<file path="src/hw/rtl/bsc_pkg.sv">
// ----------------------------------------------------------------------------
// Barometric compensation package
// Shared types, register indexes, opcodes and datapath commands.
// ----------------------------------------------------------------------------
package bsc_pkg;

    localparam int CfgIdxW = 3;
    localparam int CfgDataW = 64;

    localparam logic [CfgIdxW-1:0] REG_OSS   = 3'd0;
    localparam logic [CfgIdxW-1:0] REG_CAL_A = 3'd1;
    localparam logic [CfgIdxW-1:0] REG_CAL_B = 3'd2;
    localparam logic [CfgIdxW-1:0] REG_CAL_C = 3'd3;
    localparam logic [CfgIdxW-1:0] REG_COEF  = 3'd4;

    localparam logic [47:0] COEF_RESET = 48'd16286033841118;

    localparam logic OP_TEMP  = 1'b0;
    localparam logic OP_PRESS = 1'b1;

    // datapath micro-operations, one per sequencer step
    typedef enum logic [4:0] {
        C_NOP,
        C_T_X1,      // x1 = asr((ut-ac6)*ac5,15), den = x1+md
        C_T_DIVST,   // start mc<<11 / den
        C_T_FIN,     // b5 = x1+q, value
        C_P_B6,      // b6 = b5-4000, up
        C_P_SQ,      // sq = asr(b6*b6,12)
        C_P_X1,      // acc = asr(sq*b2,11)
        C_P_X2,      // acc += asr(ac2*b6,11)
        C_P_B3,      // b3
        C_P_Y1,      // acc = asr(ac3*b6,13)
        C_P_Y2,      // acc += asr(b1*sq,16)
        C_P_B4,      // b4 = ac4*(x3+32768)>>15
        C_P_B7,      // b7 = (up-b3)*(50000>>oss)
        C_P_DIVST,   // start unsigned divide
        C_P_PQ,      // p from quotient
        C_P_Z1,      // t = asr(p,8)
        C_P_Z2,      // t = t*t
        C_P_Z3,      // acc = asr(t*mg,16)
        C_P_Z4,      // acc += asr(p*mh,16)
        C_P_FIN      // p += asr(acc+mi,4)
    } t_cmd;

    typedef enum logic [1:0] {
        S_IDLE,
        S_RUN,
        S_WAITDIV,
        S_OUT
    } t_state;

    typedef struct packed {
        logic div_busy;
        logic t_zero;    // temperature divisor zero
        logic p_zero;    // b4 zero
    } t_status;

endpackage

</file>
<file path="src/hw/rtl/bsc_divider.sv">
// ----------------------------------------------------------------------------
// Barometric compensation divider
// Unsigned 32/32 restoring divider, one quotient bit per cycle.
// ----------------------------------------------------------------------------
module bsc_divider (
    input  logic        i_clk,
    input  logic        i_rst_n,
    input  logic        i_start,
    input  logic [31:0] i_num,
    input  logic [31:0] i_den,
    output logic        o_busy,
    output logic [31:0] o_quot
);
    logic [31:0] r_q, n_q;
    logic [31:0] r_rem, n_rem;
    logic [31:0] r_den;
    logic [5:0]  r_cnt, n_cnt;
    logic [32:0] w_trial;

    always_comb begin
        w_trial = {r_rem, r_q[31]} - {1'b0, r_den};
        n_q = r_q;
        n_rem = r_rem;
        n_cnt = r_cnt;
        if (i_start) begin
            n_q = i_num;
            n_rem = '0;
            n_cnt = 6'd32;
        end else if (r_cnt != 6'd0) begin
            n_cnt = r_cnt - 6'd1;
            if (!w_trial[32]) begin
                n_rem = w_trial[31:0];
                n_q = {r_q[30:0], 1'b1};
            end else begin
                n_rem = {r_rem[30:0], r_q[31]};
                n_q = {r_q[30:0], 1'b0};
            end
        end
    end

    always_ff @(posedge i_clk) begin
        if (!i_rst_n) begin
            r_cnt <= '0;
        end else begin
            r_cnt <= n_cnt;
        end
        r_q <= n_q;
        r_rem <= n_rem;
        if (i_start) begin
            r_den <= i_den;
        end
    end

    assign o_busy = (r_cnt != 6'd0);
    assign o_quot = r_q;
endmodule

</file>
<file path="src/hw/rtl/bsc_datapath.sv">
// ----------------------------------------------------------------------------
// Barometric compensation datapath
// Registers, one multiplier step per command, shared divider, B5 state.
// ----------------------------------------------------------------------------
module bsc_datapath import bsc_pkg::*; (
    input  logic          i_clk,
    input  logic          i_rst_n,
    input  logic          i_load,
    input  logic [23:0]   i_raw,
    input  t_cmd          i_cmd,
    input  logic          i_set_fault,
    input  logic [1:0]    i_oss,
    input  logic [63:0]   i_cal_a,
    input  logic [63:0]   i_cal_b,
    input  logic [31:0]   i_cal_c,
    input  logic [47:0]   i_coef,
    output t_status       o_status,
    output logic [31:0]   o_value,
    output logic          o_fault
);
    logic [31:0] r_b5;
    logic [31:0] r_raw;
    logic [31:0] r_a, r_b6, r_sq, r_acc, r_b3, r_b4, r_b7, r_p, r_t, r_up;
    logic [31:0] r_den;
    logic        r_neg;
    logic        r_fault;
    logic        r_big;

    logic        w_start;
    logic [31:0] w_num, w_dden, w_quot;
    logic        w_busy;

    logic [31:0] w_ac1, w_ac2, w_ac3, w_ac4, w_ac5, w_ac6, w_b1, w_b2;
    logic [31:0] w_mc, w_md, w_mg, w_mh, w_mi;
    logic [31:0] w_ma, w_mb, w_prod;
    logic [31:0] w_x3, w_b3s, w_mca;
    logic [31:0] w_scale;
    logic [31:0] w_tq, w_b5n, w_tv;

    function automatic logic [31:0] sx16(input logic [15:0] v);
        sx16 = {{16{v[15]}}, v};
    endfunction

    function automatic logic [31:0] asr32(input logic [31:0] v, input logic [4:0] s);
        asr32 = $signed(v) >>> s;
    endfunction

    assign w_ac1 = sx16(i_cal_a[15:0]);
    assign w_ac2 = sx16(i_cal_a[31:16]);
    assign w_ac3 = sx16(i_cal_a[47:32]);
    assign w_ac4 = {16'd0, i_cal_a[63:48]};
    assign w_ac5 = {16'd0, i_cal_b[15:0]};
    assign w_ac6 = {16'd0, i_cal_b[31:16]};
    assign w_b1  = sx16(i_cal_b[47:32]);
    assign w_b2  = sx16(i_cal_b[63:48]);
    assign w_mc  = sx16(i_cal_c[15:0]);
    assign w_md  = sx16(i_cal_c[31:16]);
    assign w_mg  = sx16(i_coef[15:0]);
    assign w_mh  = sx16(i_coef[31:16]);
    assign w_mi  = sx16(i_coef[47:32]);
    assign w_scale = 32'd50000 >> i_oss;

    // one 32x32 multiplier (low word), operands chosen by command
    always_comb begin
        w_ma = '0;
        w_mb = '0;
        unique case (i_cmd)
            C_T_X1:  begin w_ma = {16'd0, r_raw[15:0]} - w_ac6; w_mb = w_ac5; end
            C_P_SQ:  begin w_ma = r_b6; w_mb = r_b6; end
            C_P_X1:  begin w_ma = r_sq; w_mb = w_b2; end
            C_P_X2:  begin w_ma = w_ac2; w_mb = r_b6; end
            C_P_Y1:  begin w_ma = w_ac3; w_mb = r_b6; end
            C_P_Y2:  begin w_ma = w_b1; w_mb = r_sq; end
            C_P_B4:  begin w_ma = w_ac4; w_mb = w_x3 + 32'd32768; end
            C_P_B7:  begin w_ma = r_up - r_b3; w_mb = w_scale; end
            C_P_Z2:  begin w_ma = r_t; w_mb = r_t; end
            C_P_Z3:  begin w_ma = r_t; w_mb = w_mg; end
            C_P_Z4:  begin w_ma = r_p; w_mb = w_mh; end
            default: begin w_ma = '0; w_mb = '0; end
        endcase
    end
    assign w_prod = w_ma * w_mb;

    assign w_x3  = asr32(r_acc + 32'd2, 5'd2);
    assign w_b3s = ((w_ac1 << 2) + r_acc) << i_oss;
    assign w_mca = w_mc << 11;

    // temperature finish: quotient dropped when the divisor was zero
    assign w_tq  = r_neg ? (32'd0 - w_quot) : w_quot;
    assign w_b5n = r_a + ((r_den == 32'd0) ? 32'd0 : w_tq);
    assign w_tv  = asr32(w_b5n + 32'd8, 5'd4);

    // divider operands
    always_comb begin
        w_start = 1'b0;
        w_num = '0;
        w_dden = '0;
        if (i_cmd == C_T_DIVST) begin
            w_start = 1'b1;
            w_num = w_mca[31] ? (32'd0 - w_mca) : w_mca;
            w_dden = r_den[31] ? (32'd0 - r_den) : r_den;
        end else if (i_cmd == C_P_DIVST) begin
            w_start = 1'b1;
            w_num = r_big ? r_b7 : (r_b7 << 1);
            w_dden = r_b4;
        end
    end

    bsc_divider u_div (
        .i_clk   (i_clk),
        .i_rst_n (i_rst_n),
        .i_start (w_start),
        .i_num   (w_num),
        .i_den   (w_dden),
        .o_busy  (w_busy),
        .o_quot  (w_quot)
    );

    always_ff @(posedge i_clk) begin
        if (!i_rst_n) begin
            r_b5 <= '0;
        end else if (i_cmd == C_T_FIN) begin
            r_b5 <= w_b5n;
        end
    end

    always_ff @(posedge i_clk) begin
        if (i_load) begin
            r_raw <= {8'd0, i_raw};
            r_fault <= 1'b0;
        end
        if (i_set_fault) begin
            r_fault <= 1'b1;
        end
        unique case (i_cmd)
            C_T_X1: begin
                r_a <= asr32(w_prod, 5'd15);
                r_den <= asr32(w_prod, 5'd15) + w_md;
            end
            C_T_DIVST: r_neg <= w_mca[31] ^ r_den[31];
            C_T_FIN: r_p <= sx16(w_tv[15:0]);
            C_P_B6: begin
                r_b6 <= r_b5 - 32'd4000;
                r_up <= r_raw >> (4'd8 - {2'd0, i_oss});
            end
            C_P_SQ: r_sq <= asr32(w_prod, 5'd12);
            C_P_X1: r_acc <= asr32(w_prod, 5'd11);
            C_P_X2: r_acc <= r_acc + asr32(w_prod, 5'd11);
            C_P_B3: r_b3 <= asr32(w_b3s + 32'd2, 5'd2);
            C_P_Y1: r_acc <= asr32(w_prod, 5'd13);
            C_P_Y2: r_acc <= r_acc + asr32(w_prod, 5'd16);
            C_P_B4: r_b4 <= w_prod >> 15;
            C_P_B7: begin
                r_b7 <= w_prod;
                r_big <= w_prod[31];
            end
            C_P_PQ: r_p <= r_big ? (w_quot << 1) : w_quot;
            C_P_Z1: r_t <= asr32(r_p, 5'd8);
            C_P_Z2: r_t <= w_prod;
            C_P_Z3: r_acc <= asr32(w_prod, 5'd16);
            C_P_Z4: r_acc <= r_acc + asr32(w_prod, 5'd16);
            C_P_FIN: r_p <= r_p + asr32(r_acc + w_mi, 5'd4);
            default: ;
        endcase
    end

    assign o_status.div_busy = w_busy;
    assign o_status.t_zero = (r_den == 32'd0);
    assign o_status.p_zero = (r_b4 == 32'd0);
    assign o_value = r_fault ? 32'd0 : r_p;
    assign o_fault = r_fault;
endmodule

</file>
<file path="src/hw/rtl/bsc_controller.sv">
// ----------------------------------------------------------------------------
// Barometric compensation controller
// Steps the datapath through the temperature or pressure command sequence.
// ----------------------------------------------------------------------------
module bsc_controller import bsc_pkg::*; (
    input  logic    i_clk,
    input  logic    i_rst_n,
    input  logic    i_in_valid,
    input  logic    i_op,
    input  logic    i_out_ready,
    input  t_status i_status,
    output logic    o_in_ready,
    output logic    o_load,
    output logic    o_out_valid,
    output logic    o_kind,
    output t_cmd    o_cmd,
    output logic    o_set_fault
);
    t_state r_state, n_state;
    t_cmd   r_step, n_step;
    logic   r_kind, n_kind;

    always_ff @(posedge i_clk) begin
        if (!i_rst_n) begin
            r_state <= S_IDLE;
            r_step <= C_NOP;
            r_kind <= OP_TEMP;
        end else begin
            r_state <= n_state;
            r_step <= n_step;
            r_kind <= n_kind;
        end
    end

    always_comb begin
        n_state = r_state;
        n_step = r_step;
        n_kind = r_kind;
        o_in_ready = 1'b0;
        o_load = 1'b0;
        o_out_valid = 1'b0;
        o_cmd = C_NOP;
        o_set_fault = 1'b0;
        unique case (r_state)
            S_IDLE: begin
                o_in_ready = 1'b1;
                if (i_in_valid) begin
                    o_load = 1'b1;
                    n_kind = i_op;
                    n_step = (i_op == OP_PRESS) ? C_P_B6 : C_T_X1;
                    n_state = S_RUN;
                end
            end
            S_RUN: begin
                o_cmd = r_step;
                n_step = t_cmd'(r_step + 5'd1);
                if (r_step == C_T_DIVST || r_step == C_P_DIVST) begin
                    n_state = S_WAITDIV;
                end
                if (r_step == C_T_X1) begin
                    // divisor known next cycle; checked at T_DIVST
                end
                if (r_step == C_T_DIVST && i_status.t_zero) begin
                    o_set_fault = 1'b1;
                end
                if (r_step == C_P_DIVST && i_status.p_zero) begin
                    o_set_fault = 1'b1;
                    n_state = S_OUT;
                end
                if (r_step == C_P_FIN) begin
                    n_state = S_OUT;
                end
            end
            S_WAITDIV: begin
                if (!i_status.div_busy) begin
                    o_cmd = r_step;
                    if (r_step == C_T_FIN) begin
                        n_state = S_OUT;
                    end else begin
                        n_step = t_cmd'(r_step + 5'd1);
                        n_state = S_RUN;
                    end
                end
            end
            S_OUT: begin
                o_out_valid = 1'b1;
                if (i_out_ready) begin
                    n_state = S_IDLE;
                end
            end
            default: n_state = S_IDLE;
        endcase
    end

    assign o_kind = r_kind;
endmodule

</file>
<file path="src/hw/rtl/baro_sensor_compensation_unit.sv">
// ----------------------------------------------------------------------------
// Barometric sensor compensation unit
// Integer temperature and pressure compensation with packed calibration.
// ----------------------------------------------------------------------------
// One item at a time. Both paths use the shared radix-2 divider; the pressure
// path also runs ten steps through a single 32x32 multiplier. The result is
// held on the output until taken; the next item is accepted after that.
module baro_sensor_compensation_unit import bsc_pkg::*; (
    input  logic                i_clk,
    input  logic                i_rst_n,
    input  logic                s_axis_tvalid,
    output logic                s_axis_tready,
    input  logic [23:0]         s_axis_tdata,   // raw_adc[23:0]
    input  logic                s_axis_tuser,   // op
    output logic                m_axis_tvalid,
    input  logic                m_axis_tready,
    output logic [39:0]         m_axis_tdata,   // value[31:0], div_fault[32], zero fill
    output logic                m_axis_tuser,   // kind
    input  logic                i_cfg_we,
    input  logic [CfgIdxW-1:0]  i_cfg_idx,
    input  logic [CfgDataW-1:0] i_cfg_data
);
    logic [1:0]  r_oss;
    logic [63:0] r_cal_a, r_cal_b;
    logic [31:0] r_cal_c;
    logic [47:0] r_coef;
    t_status     w_status;
    t_cmd        w_cmd;
    logic        w_load, w_set_fault, w_fault;
    logic [31:0] w_value;

    always_ff @(posedge i_clk) begin
        if (!i_rst_n) begin
            r_oss <= '0;
            r_cal_a <= '0;
            r_cal_b <= '0;
            r_cal_c <= '0;
            r_coef <= COEF_RESET;
        end else if (i_cfg_we) begin
            unique case (i_cfg_idx)
                REG_OSS:   r_oss <= i_cfg_data[1:0];
                REG_CAL_A: r_cal_a <= i_cfg_data;
                REG_CAL_B: r_cal_b <= i_cfg_data;
                REG_CAL_C: r_cal_c <= i_cfg_data[31:0];
                REG_COEF:  r_coef <= i_cfg_data[47:0];
                default: ;
            endcase
        end
    end

    bsc_controller u_ctrl (
        .i_clk       (i_clk),
        .i_rst_n     (i_rst_n),
        .i_in_valid  (s_axis_tvalid),
        .i_op        (s_axis_tuser),
        .i_out_ready (m_axis_tready),
        .i_status    (w_status),
        .o_in_ready  (s_axis_tready),
        .o_load      (w_load),
        .o_out_valid (m_axis_tvalid),
        .o_kind      (m_axis_tuser),
        .o_cmd       (w_cmd),
        .o_set_fault (w_set_fault)
    );

    bsc_datapath u_dp (
        .i_clk       (i_clk),
        .i_rst_n     (i_rst_n),
        .i_load      (w_load),
        .i_raw       (s_axis_tdata),
        .i_cmd       (w_cmd),
        .i_set_fault (w_set_fault),
        .i_oss       (r_oss),
        .i_cal_a     (r_cal_a),
        .i_cal_b     (r_cal_b),
        .i_cal_c     (r_cal_c),
        .i_coef      (r_coef),
        .o_status    (w_status),
        .o_value     (w_value),
        .o_fault     (w_fault)
    );

    assign m_axis_tdata = {7'd0, w_fault, w_value};
endmodule

</file>
<file path="config.mk">
export PLATFORM = sky130hd
export DESIGN_NAME = baro_sensor_compensation_unit
export DESIGN_NICKNAME = d
export VERILOG_FILES = /design/src/hw/rtl/bsc_pkg.sv /design/src/hw/rtl/bsc_divider.sv /design/src/hw/rtl/bsc_datapath.sv /design/src/hw/rtl/bsc_controller.sv /design/src/hw/rtl/baro_sensor_compensation_unit.sv
export SDC_FILE = /design/constraint.sdc
export NUM_CORES = 2
export LEC_CHECK = 0
export BUFFER_PORTS_ARGS = -buffer_cell sky130_fd_sc_hd__buf_2
export CORE_MARGIN = 2
export CORE_UTILIZATION = 29
export DETAILED_ROUTE_END_ITERATION = 6
export PLACE_DENSITY = 0.48
export SYNTH_ARGS = -nofsm -noshare
export SYNTH_HDL_FRONTEND = slang
export SYNTH_SLANG_ARGS = --single-unit
</file>
<file path="constraint.sdc">
create_clock -name i_clk -period 17.2 [get_ports i_clk]
set_clock_uncertainty 0.1 [all_clocks]
set_input_delay 1.72 -clock i_clk [delete_from_list [all_inputs] [get_ports i_clk]]
set_output_delay 1.72 -clock i_clk [all_outputs]
set_load 0.005 [all_outputs]
</file>
==> reports/results.md <==
| Group | Result | Value |
|---|---|---|
| status | Status | complete, but fails checks |
| status | Failing checks | DRC |
| setup path | Critical Path End Type | flip-flop |
| yosys | Most repeated cell in the gate-level netlist after synthesis | nand2_1 |
| placed design | GP Congestion | 0.975 |
| timing | Setup repair after global routing missed its margin | no |
| clock network | Maximum level of the CTS H-tree | 3 |
| clock network | Buffer cell driving the clock tree root | clkbuf_16 |
| clock network | TritonCTS clock tree | yes |
| timing | Final critical-path required period | 15780 ps |
| grt | Vias in the first global route | 50600 |
| die | Effective utilization at floorplan | 29.2% |
| timing | Maximum clock frequency | 63.4 MHz |
| timing | Setup TNS after final layout | 0 ps |
| grt | GR met3 Demand/Resource | 3.76% |
| clock network | Setup Buffers After CTS | 0 |
| timing | Slew of the pin with the lowest slew margin | 1370 ps |
| yosys | EDFF count, synth | 375 |
| yosys | Number of cells produced by synthesis | 6829 |
| cells and area | Fill cell count | 21200 |
| timing | Hold violation count in the final report | 0 |
| grt | Wire length of the first global-routing pass | 369 mm |
| timing | Final-report setup violation count | 0 |
| cells and area | Post-layout net count | 7809 |
| grt | Maximum number of pins on one net before global-route repair | 87 |
| clock network | Number of instances resized during post-cts repair | 0 |
| yosys | Syn avg cell area | 8.65 µm² |
| clock network | Longest Clk Path Bufs | 3 |
| grt | GRT Max-Usage Layer | met2 |
| yosys | Distinct cells, synth | 94 |
| cells and area | Sequential standard cell area | 17000 µm² |
| setup path | Critical Path Source Type | flip-flop |
| route | Via-to-Cell Ratio | 5.41 |
| route | Number of routed nets with antenna violations | 0 |
| yosys | Most frequent cells after synthesis | 1056 x nand2_1, 697 x inv_1, 559 x nor2_1, 474 x a21oi_1, 416 x fa_1 |
| grt | GR Util met2 | 39.5% |
| route | Average wire length per cell after detail routing | 27.0 µm |
| cells and area | Regs by FF count | r_cal_a (64), r_cal_b (64), r_coef (48) |
| pwr | Leakage power figure | 27.5 nW |
| yosys | Ranking of synthesized cells by area | edfxtp_1 19%, fa_1 14%, dfxtp_1 9.8%, ha_1 8.2%, nand2_1 6.7% |
| die | Floorplan die width | 455 µm |
| clock network | Inserted Clock Buffers | 81 |
| run | Max_cap viols | 0 |
| setup path | Worst reg2reg startpoint | u_ctrl.r_state[1] |
| setup path | Worst EP arrival | 16120 ps |
| setup path | Kind of cell adding the most delay to the critical path | compound AO/OA/AOI/OAI gates |
| grt | Met1 GRT Util | 31.9% |
| setup path | Crit Path Class | flip-flop to flip-flop |
| cells and area | Multi-input gate area in the final layout | 38500 µm² |
| die | Cell Rows | 165 |
| clock network | Sinks on Clock Net | 664 |
| setup path | Setup slack on the worst flop-to-flop path | 1420 ps |
| pwr | IR drop worst, VDD | 0.0885 mV |
| grt | Gr usage total | 24.7% |
| die | Total die area | 207000 µm² |
| die | I/O pin count | 140 |
| yosys | Flop and latch count out of synthesis | 664 |
| placed design | Post-detailed-placement cell area | 63400 µm² |
| clock network | Worst-path clk slew | 60 ps |
| min path | Worst Hold Endpoint | u_dp.r_b6[3] |
| grt | Number of antenna violations at the first check in global routing | 22 |
| die | Die extent in y | 455 µm |
| placed design | Number of buffers added on ports | 132 |
| yosys | Warnings from Yosys | 0 |
| yosys | Share of the yosys chip area belonging to registers | 28.9% |
| min path | Worst Hold Path Cells | 0 |
| clock network | Post-CTS Hold Fix Bufs | 0 |
| yosys | Fraction of synthesis flops using an asynchronous set or reset pin | 0% |
| setup path | Required time of the critical path | 17540 ps |
| yosys | Summed instance area of the synthesized netlist | 59000 µm² |
| placed design | Half-perimeter wire length of the detailed placement result | 203 mm |
| setup path | Count of buffering cells on the critical path with inverters included | 11 |
| timing | Max-slew headroom at the worst pin | 8.22% |
| cells and area | Layout Cell Area excl Fill | 66200 µm² |
| cells and area | Area added between synthesis and finish | 12.1% |
| cells and area | Fraction of layout instances using a drive strength above 1 | 8.49% |
| route | Wire length reported by the detailed router | 261 mm |
| timing | Share of the clock period used by the worst path after layout | 91.8% |
| yosys | Leading register cell type out of synthesis | edfxtp_1 |
| route | Count of routing violations after the opening detailed-route iteration | 5308 |
| die | Core Area | 202000 µm² |
| pwr | Cell Pwr Density | 90.7 nW/µm² |
| setup path | Worst Path Max Fanout | 43 |
| grt | Overall overflow remaining after global route | 0 |
| min path | Hold Path Class | flip-flop to flip-flop |
| setup path | Reg-to-Reg End | u_dp.r_acc[31] |
| timing | Count of pins over their slew limit | 0 |
| clock network | Clock insertion delay at the later pin of the skew report | 700 ps |
| setup path | Slowest Stage Delay on Critical Path | 950 ps |
| route | Remaining DRCs | 53 |
| route | Drt pass-1 iters | 7 |
| setup path | CP dominant cell by count | inv_1 |
| setup path | Crit path max-delay cell type | o211a_1 |
| setup path | Number of cells on the worst reg-to-reg path | 55 |
| min path | Launch instance of the worst min-delay path | u_dp.r_b5[3] |
| yosys | Cell accounting for the most synthesized area | edfxtp_1 |
| yosys | Proportion of netlist area held by the largest area contributor | 19.1% |
| route | Vias | 52200 |
cells by family after synthesis:
| family | after synthesis | share of synthesized area (%) |
|---|---|---|
| other | 1 | 0.00635 |
| AOI/OAI and AO/OA | 1402 | 15.3 |
| adders and majority gates | 804 | 22.3 |
| muxes | 132 | 2.27 |
| DFF | 664 | 28.9 |
| buffers and inverters | 1035 | 6.66 |
| xor gates and xnor gates | 422 | 6.44 |
| and+or+nand+nor | 2369 | 18.1 |
layout make-up:
cell class,instances,area share (%)
repair buffers,306,2.97
well taps,2672,5.05
flip-flops and latches,664,25.8
inverters,701,3.98
multi-input cells,5154,58.1
clock inverters,34,0.525
clock buffers,117,3.59
diodes,8,0.0302
layout by cell type (no fill, tap or decap), drive strengths merged, types with 37 or more instances in the layout:
cell	count
xnor2	238
edfxtp	375
nor3	108
o21a	47
or3	44
or2	49
a211oi	44
and2	37
inv	704
a222oi	37
ha	388
nand4	43
nand2b	87
o221ai	49
a21o	72
and3	53
nand3	126
dfxtp	289
fa	416
a21oi	474
xor2	178
nor2	559
nand2	1056
clkbuf	117
buf	306
mux2i	115
a22oi	47
o21ai	288
nor2b	89
how the worst max path moves through the flow:
| stage | cells past startpoint | to | from |
|---|---|---|---|
| final | 55 | u_dp.r_acc[31] | u_ctrl.r_state[1] |
| after floorplan | 54 | u_dp.r_acc[31] | u_ctrl.r_state[1] |
| after global routing | 55 | u_dp.r_acc[31] | u_ctrl.r_state[0] |
| after detailed placement | 55 | u_dp.r_acc[31] | u_ctrl.r_state[1] |
| after global placement | 55 | u_dp.r_acc[31] | u_ctrl.r_state[1] |
| after CTS | 55 | u_dp.r_acc[31] | u_ctrl.r_state[1] |
metrics by stage:
stage	util, %	cells	hold slack, ps	setup WS [ps]	power, mW
after floorplan	-	6853	308	3100	3.56
after global placement	31.4	9496	316	1910	4.18
after detailed placement	31.4	9497	322	1620	4.20
after CTS	32.7	9648	337	1610	6.01
after global routing	32.7	9651	352	657	6.33
final	32.7	9656	339	1420	6.00
worst reg2reg max path, delay by kind of cell (launching register included):
family | cells | cell delay, ps
compound gates | 18 | 5740
xor+xnor | 3 | 490
fa+ha+maj | 11 | 4830
buf+inv | 11 | 1680
flops | 1 | 380
simple gates | 12 | 2300
metal layers:
metal  wire, µm  vias to the layer above
met3      18700                      504
met2     119000                     2177
met1     107000                    26000
met5         37                        -
li1           -                    23500
met4      16200                        6
power by group:
part	switching, mW	internal (mW)	total, mW
logic	1.29	0.802	2.10
registers	0.219	1.89	2.11
clock network	0.766	1.03	1.80
No activity file was read; power rests on OpenSTA's default activity.
